`config.mk`:
```
export PLATFORM = sky130hd
export DESIGN_NAME = pfe_alu
export DESIGN_NICKNAME = d
export VERILOG_FILES = /design/src/rtl/core/pfe_pkg.sv /design/src/rtl/core/pfe_alu.sv
export SDC_FILE = /design/constraint.sdc
export NUM_CORES = 2
export LEC_CHECK = 0
export BUFFER_PORTS_ARGS = -buffer_cell sky130_fd_sc_hd__buf_2
export CAP_MARGIN = 10
export CORE_ASPECT_RATIO = 1.5
export CORE_MARGIN = 4
export CORE_UTILIZATION = 40
export CTS_CLUSTER_SIZE = 20
export DETAILED_ROUTE_END_ITERATION = 16
export SYNTH_ARGS = -nofsm -noshare
export SYNTH_HDL_FRONTEND = slang
export SYNTH_SLANG_ARGS = --single-unit
```
`constraint.sdc`:
```
create_clock -name clk_i -period 5.1 [get_ports clk_i]
set_clock_uncertainty 0.2 [all_clocks]
set_input_delay 0.765 -clock clk_i [delete_from_list [all_inputs] [get_ports clk_i]]
set_output_delay 0.765 -clock clk_i [all_outputs]
set_load 0.01 [all_outputs]
```
`src/rtl/core/pfe_pkg.sv`:
```
// Package for the postfix evaluator: token codes, status codes, beat structs.
// Depends on nothing.
`default_nettype none
package pfe_pkg;
  localparam logic [2:0] OP_PUSH = 3'd0;
  localparam logic [2:0] OP_ADD  = 3'd1;
  localparam logic [2:0] OP_SUB  = 3'd2;
  localparam logic [2:0] OP_MUL  = 3'd3;
  localparam logic [2:0] OP_DIV  = 3'd4;
  localparam logic [2:0] OP_EOL  = 3'd5;

  localparam logic [1:0] ST_OK    = 2'd0;
  localparam logic [1:0] ST_EMPTY = 2'd1;
  localparam logic [1:0] ST_DIV0  = 2'd2;
  localparam logic [1:0] ST_FULL  = 2'd3;

  typedef struct packed {
    logic [2:0]         op;
    logic signed [31:0] operand_value;
  } in_beat_t;

  typedef struct packed {
    logic signed [31:0] stack_result;
    logic signed [31:0] queue_result;
    logic signed [31:0] heap_result;
    logic [1:0]         line_status;
  } out_beat_t;

  // Request and reply between the sequencer and the shared ALU.
  typedef struct packed {
    logic       start;
    logic [2:0] op;
  } alu_req_t;

  typedef struct packed {
    logic done;
    logic div0;
  } alu_rsp_t;
endpackage
`default_nettype wire

```
`src/rtl/core/pfe_alu.sv`:
```
// Shared arithmetic unit: registered add, subtract, multiply, and signed
// division by a restoring divider one quotient bit per cycle. Uses pfe_pkg.
`default_nettype none
module pfe_alu #(
  parameter int unsigned DATA_WIDTH = 32
) (
  input  wire                    clk_i,
  input  wire                    rst_ni,
  input  wire pfe_pkg::alu_req_t req_i,
  input  wire [DATA_WIDTH-1:0]   a_i,
  input  wire [DATA_WIDTH-1:0]   b_i,
  output pfe_pkg::alu_rsp_t      rsp_o,
  output logic [DATA_WIDTH-1:0]  res_o
);
  import pfe_pkg::*;
  localparam int unsigned CW = $clog2(DATA_WIDTH + 1);

  logic            busy_q, busy_d;
  logic [CW-1:0]   cnt_q, cnt_d;
  logic [DATA_WIDTH-1:0] quo_q, quo_d, rem_q, rem_d, dvs_q, dvs_d, res_q, res_d;
  logic            neg_q, neg_d, done_q, done_d, div0_q, div0_d;
  logic [DATA_WIDTH:0] trial;
  logic [DATA_WIDTH-1:0] ma, mb;

  always_comb begin
    ma = a_i[DATA_WIDTH-1] ? (~a_i + 1'b1) : a_i;
    mb = b_i[DATA_WIDTH-1] ? (~b_i + 1'b1) : b_i;
    trial = {rem_q, quo_q[DATA_WIDTH-1]} - {1'b0, dvs_q};
    busy_d = busy_q; cnt_d = cnt_q; quo_d = quo_q; rem_d = rem_q;
    dvs_d = dvs_q; res_d = res_q; neg_d = neg_q; done_d = 1'b0; div0_d = 1'b0;
    if (req_i.start) begin
      case (req_i.op)
        OP_ADD: begin res_d = a_i + b_i; done_d = 1'b1; end
        OP_SUB: begin res_d = a_i - b_i; done_d = 1'b1; end
        OP_MUL: begin res_d = a_i * b_i; done_d = 1'b1; end
        default: begin
          if (b_i == '0) begin
            res_d = '0; done_d = 1'b1; div0_d = 1'b1;
          end else begin
            busy_d = 1'b1; cnt_d = CW'(DATA_WIDTH); quo_d = ma; rem_d = '0;
            dvs_d = mb; neg_d = a_i[DATA_WIDTH-1] ^ b_i[DATA_WIDTH-1];
          end
        end
      endcase
    end else if (busy_q) begin
      if (!trial[DATA_WIDTH]) begin
        rem_d = trial[DATA_WIDTH-1:0];
        quo_d = {quo_q[DATA_WIDTH-2:0], 1'b1};
      end else begin
        rem_d = {rem_q[DATA_WIDTH-2:0], quo_q[DATA_WIDTH-1]};
        quo_d = {quo_q[DATA_WIDTH-2:0], 1'b0};
      end
      cnt_d = cnt_q - 1'b1;
      if (cnt_q == CW'(1)) begin
        busy_d = 1'b0; done_d = 1'b1;
        res_d = neg_q ? (~quo_d + 1'b1) : quo_d;
      end
    end
  end

  always_ff @(posedge clk_i or negedge rst_ni) begin
    if (!rst_ni) begin
      busy_q <= 1'b0; cnt_q <= '0; done_q <= 1'b0; div0_q <= 1'b0;
    end else begin
      busy_q <= busy_d; cnt_q <= cnt_d; done_q <= done_d; div0_q <= div0_d;
    end
  end

  always_ff @(posedge clk_i) begin
    quo_q <= quo_d; rem_q <= rem_d; dvs_q <= dvs_d; res_q <= res_d; neg_q <= neg_d;
  end

  assign rsp_o.done = done_q;
  assign rsp_o.div0 = div0_q;
  assign res_o = res_q;
endmodule
`default_nettype wire

```
==> results.sh <==
export IMPL_synth_nets=3664
export IMPL_violations="setup timing"
export IMPL_worstMarginPinSlew_ns=1.15
export IMPL_htreeDepth=4
export IMPL_max_freq_mhz=139
export IMPL_final_min_clock_period_ns=7.17
export IMPL_whs_ns=0.316
export IMPL_crit_required_ns=5.13
export IMPL_ys_warn_count=0
export IMPL_yosys_cell_types_count=78
export IMPL_grt_max_degree=50
export IMPL_avgSynthCellArea_sq_um=9.03
export IMPL_synth_seq_area_share=0.152
export IMPL_pre_cts_slack_ns=-2.89
export IMPL_timing_final_crit_share=1.41
export IMPL_seqCellArea_sq_um=4100
export IMPL_area_delta_synth_final_pct=26.9
export IMPL_async_reset_ff_frac=0.0652
export IMPL_grt_pass1_vias=24100
export IMPL_crit_fanout=11
export IMPL_netlist_area_sq_um=27000
export IMPL_relSlewSlack=0.234
export IMPL_top_level_ports=104
export IMPL_drv_slew=0
export IMPL_mostFrequentLayoutCells="401 x inv_1, 401 x buf_4, 374 x fa_1"
export IMPL_syn_inst=2992
export IMPL_cp_arrival_ns=7.20
export IMPL_synth_main_ff_cell="edfxtp_1"
export IMPL_clk_path_buf_depth=3
export IMPL_grt_use_total=0.245
export IMPL_cts_root_buf="clkbuf_16"
export IMPL_ys_top_cells_by_area="fa_1 30%, edfxtp_1 14%, ha_1 8.9%, and2_1 7.2%, inv_1 6.0%"
export IMPL_layout_setup_ws_ns=-2.07
export IMPL_stdcell_area_sq_um=34300
export IMPL_r2r_start="quo_q[31]$_DFFE_PP_"
export IMPL_start_kind="input pin"
export IMPL_place_hpwl_mm=72.7
export IMPL_hold_viol_final=0
export IMPL_grt_pass1_wl_mm=136
export IMPL_rrSetupSlack_ns=0.05
export IMPL_place_congestion=0.962
export IMPL_startpoint="b_i[5]"
export IMPL_ant_nets=0
export IMPL_antenna_found_initial=3
export IMPL_die_area_sq_um=71800
export IMPL_nNetsFinal=4077
export IMPL_rows=116
export IMPL_synth_seq_cells=138
export IMPL_die_y_microns=326
export IMPL_clock_latency_ns=0.49
export IMPL_drt_total_wl_mm=87.5
export IMPL_grt_remaining_overflow=0
export IMPL_synth_edf_count=129
export IMPL_cts_tree="built"
export IMPL_start_util=0.405
export IMPL_io_buffers=103
export IMPL_synth_top_area_cell="fa_1"
export IMPL_status="finished, violations left"
export IMPL_wl_per_cell_microns=20.4
export IMPL_multi_input_area_sq_um=22100
export IMPL_worstHoldPathType="reg -> reg"
export IMPL_grt_setup_unrepaired="true"
export IMPL_drv_cap=0
export IMPL_finish_utilization=0.513
export IMPL_placed_area_sq_um=31600
export IMPL_finalSetupViolCount=24
export IMPL_dieWidth_microns=220
export IMPL_core_area_sq_um=66800
export IMPL_initialDrtViolationCount=1229
export IMPL_drc=0
export IMPL_fill_cells=6175
export IMPL_drtPass1Iterations=5
export IMPL_via_count=22500
export IMPL_min_from="busy_q$_DFFE_PN0P_"
export IMPL_cts_buffers=25
export IMPL_synth_top_area_frac=0.304
export IMPL_drive_gt1_frac=0.248
export IMPL_clock_sink_count=138
export IMPL_path_class="in -> reg"
export IMPL_vias_per_cell=5.23
export IMPL_cts_clk_slew_worst_paths_ns=0.05
export IMPL_end_kind="flop"
what timing repair did:
action                     in CTS  in global routing
hold buffers                    1                  0
buffers inserted               21                 22
setup endpoints to repair      25                 25
pin swaps                     143                123
hold endpoints to repair        9                  0
resized for setup             227                128
cloned                          0                  2
logic make-up (layout without fill, tap and decap cells):
logic type	after synthesis	in the layout	share of synthesized area
buffers and inverters	609	1027	0.0858
adders and majority gates	602	602	0.393
other	0	2	0
DFF	138	138	0.152
and+or+nand+nor	940	940	0.177
xor gates and xnor gates	256	256	0.0830
muxes	7	7	0.00264
AOI/OAI and AO/OA	440	440	0.107
routing by layer:
layer | vias to the layer above | GRT usage | routed length (microns)
li1 | 10400 | - | -
met5 | - | 0 | 0
met2 | 564 | 0.458 | 46600
met3 | 167 | 0.0201 | 3340
met1 | 11300 | 0.289 | 34000
met4 | 0 | 0.0876 | 3570
through the flow:
| step | setup TNS (ns) | instances |
|---|---|---|
| 5_1_grt | -41.40 | 4295 |
| 6_report | -37.66 | 4297 |
| 3_3_place_gp | -90.94 | 4226 |
| 3_5_place_dp | -92.94 | 4226 |
| 2_1_floorplan | -39.16 | 2992 |
| 4_1_cts | -36.81 | 4277 |
registers in the layout, indices dropped and copies added, names as in the netlist:
name / count
quo_q: 32
res_o: 32
rem_q: 32
neg_q: 1
busy_q: 1
div0_q: 1
done_q: 1
cnt_q: 6
dvs_q: 32
final timing paths:
check                      cells after the start                   end
min in group asynchronous                      2      done_q$_DFF_PN0_
setup reg to reg                              20   res_o[30]$_DFFE_PP_
setup / recovery                              23   res_o[30]$_DFFE_PP_
max in group asynchronous                      2  cnt_q[4]$_DFFE_PN0P_
hold reg to reg                                2    busy_q$_DFFE_PN0P_
hold / removal                                 2    busy_q$_DFFE_PN0P_
critical path, stage by stage:
cell,delay (ns)
buf_6,0.13
and2_4,0.17
fa_1,0.56
fa_1,0.43
fa_1,0.51
inv_2,0.05
fa_1,0.53
inv_1,0.05
fa_1,0.46
fa_1,0.53
fa_1,0.43
fa_1,0.56
ha_4,0.21
a21o_1,0.21
a21o_1,0.21
a21o_1,0.17
a221o_1,0.31
nand3_2,0.10
o311ai_4,0.11
a21o_1,0.19
a21oi_2,0.13
xnor2_1,0.11
a211o_1,0.26
final cells by class:
class                      count  share of cell area
sequential                   138               0.120
antenna                        2            0.000146
tap                          885              0.0323
clock inverter                 6             0.00146
clock buffer                  26              0.0184
inverter                     433              0.0475
timing repair buffer         562               0.137
multi-input combinational   2245               0.644
cells in the mapped netlist, types with 76 or more instances:
| cell | count |
|---|---|
| o21ai_0 | 76 |
| inv_1 | 431 |
| edfxtp_1 | 129 |
| clkbuf_1 | 158 |
| a21oi_1 | 123 |
| nor2_1 | 105 |
| xnor2_1 | 137 |
| nand2_1 | 362 |
| ha_1 | 192 |
| fa_1 | 410 |
| xor2_1 | 119 |
| and2_1 | 309 |
Power is not shown: default switching activity piles up to over one toggle a cycle in this logic, so the estimate is an artifact.
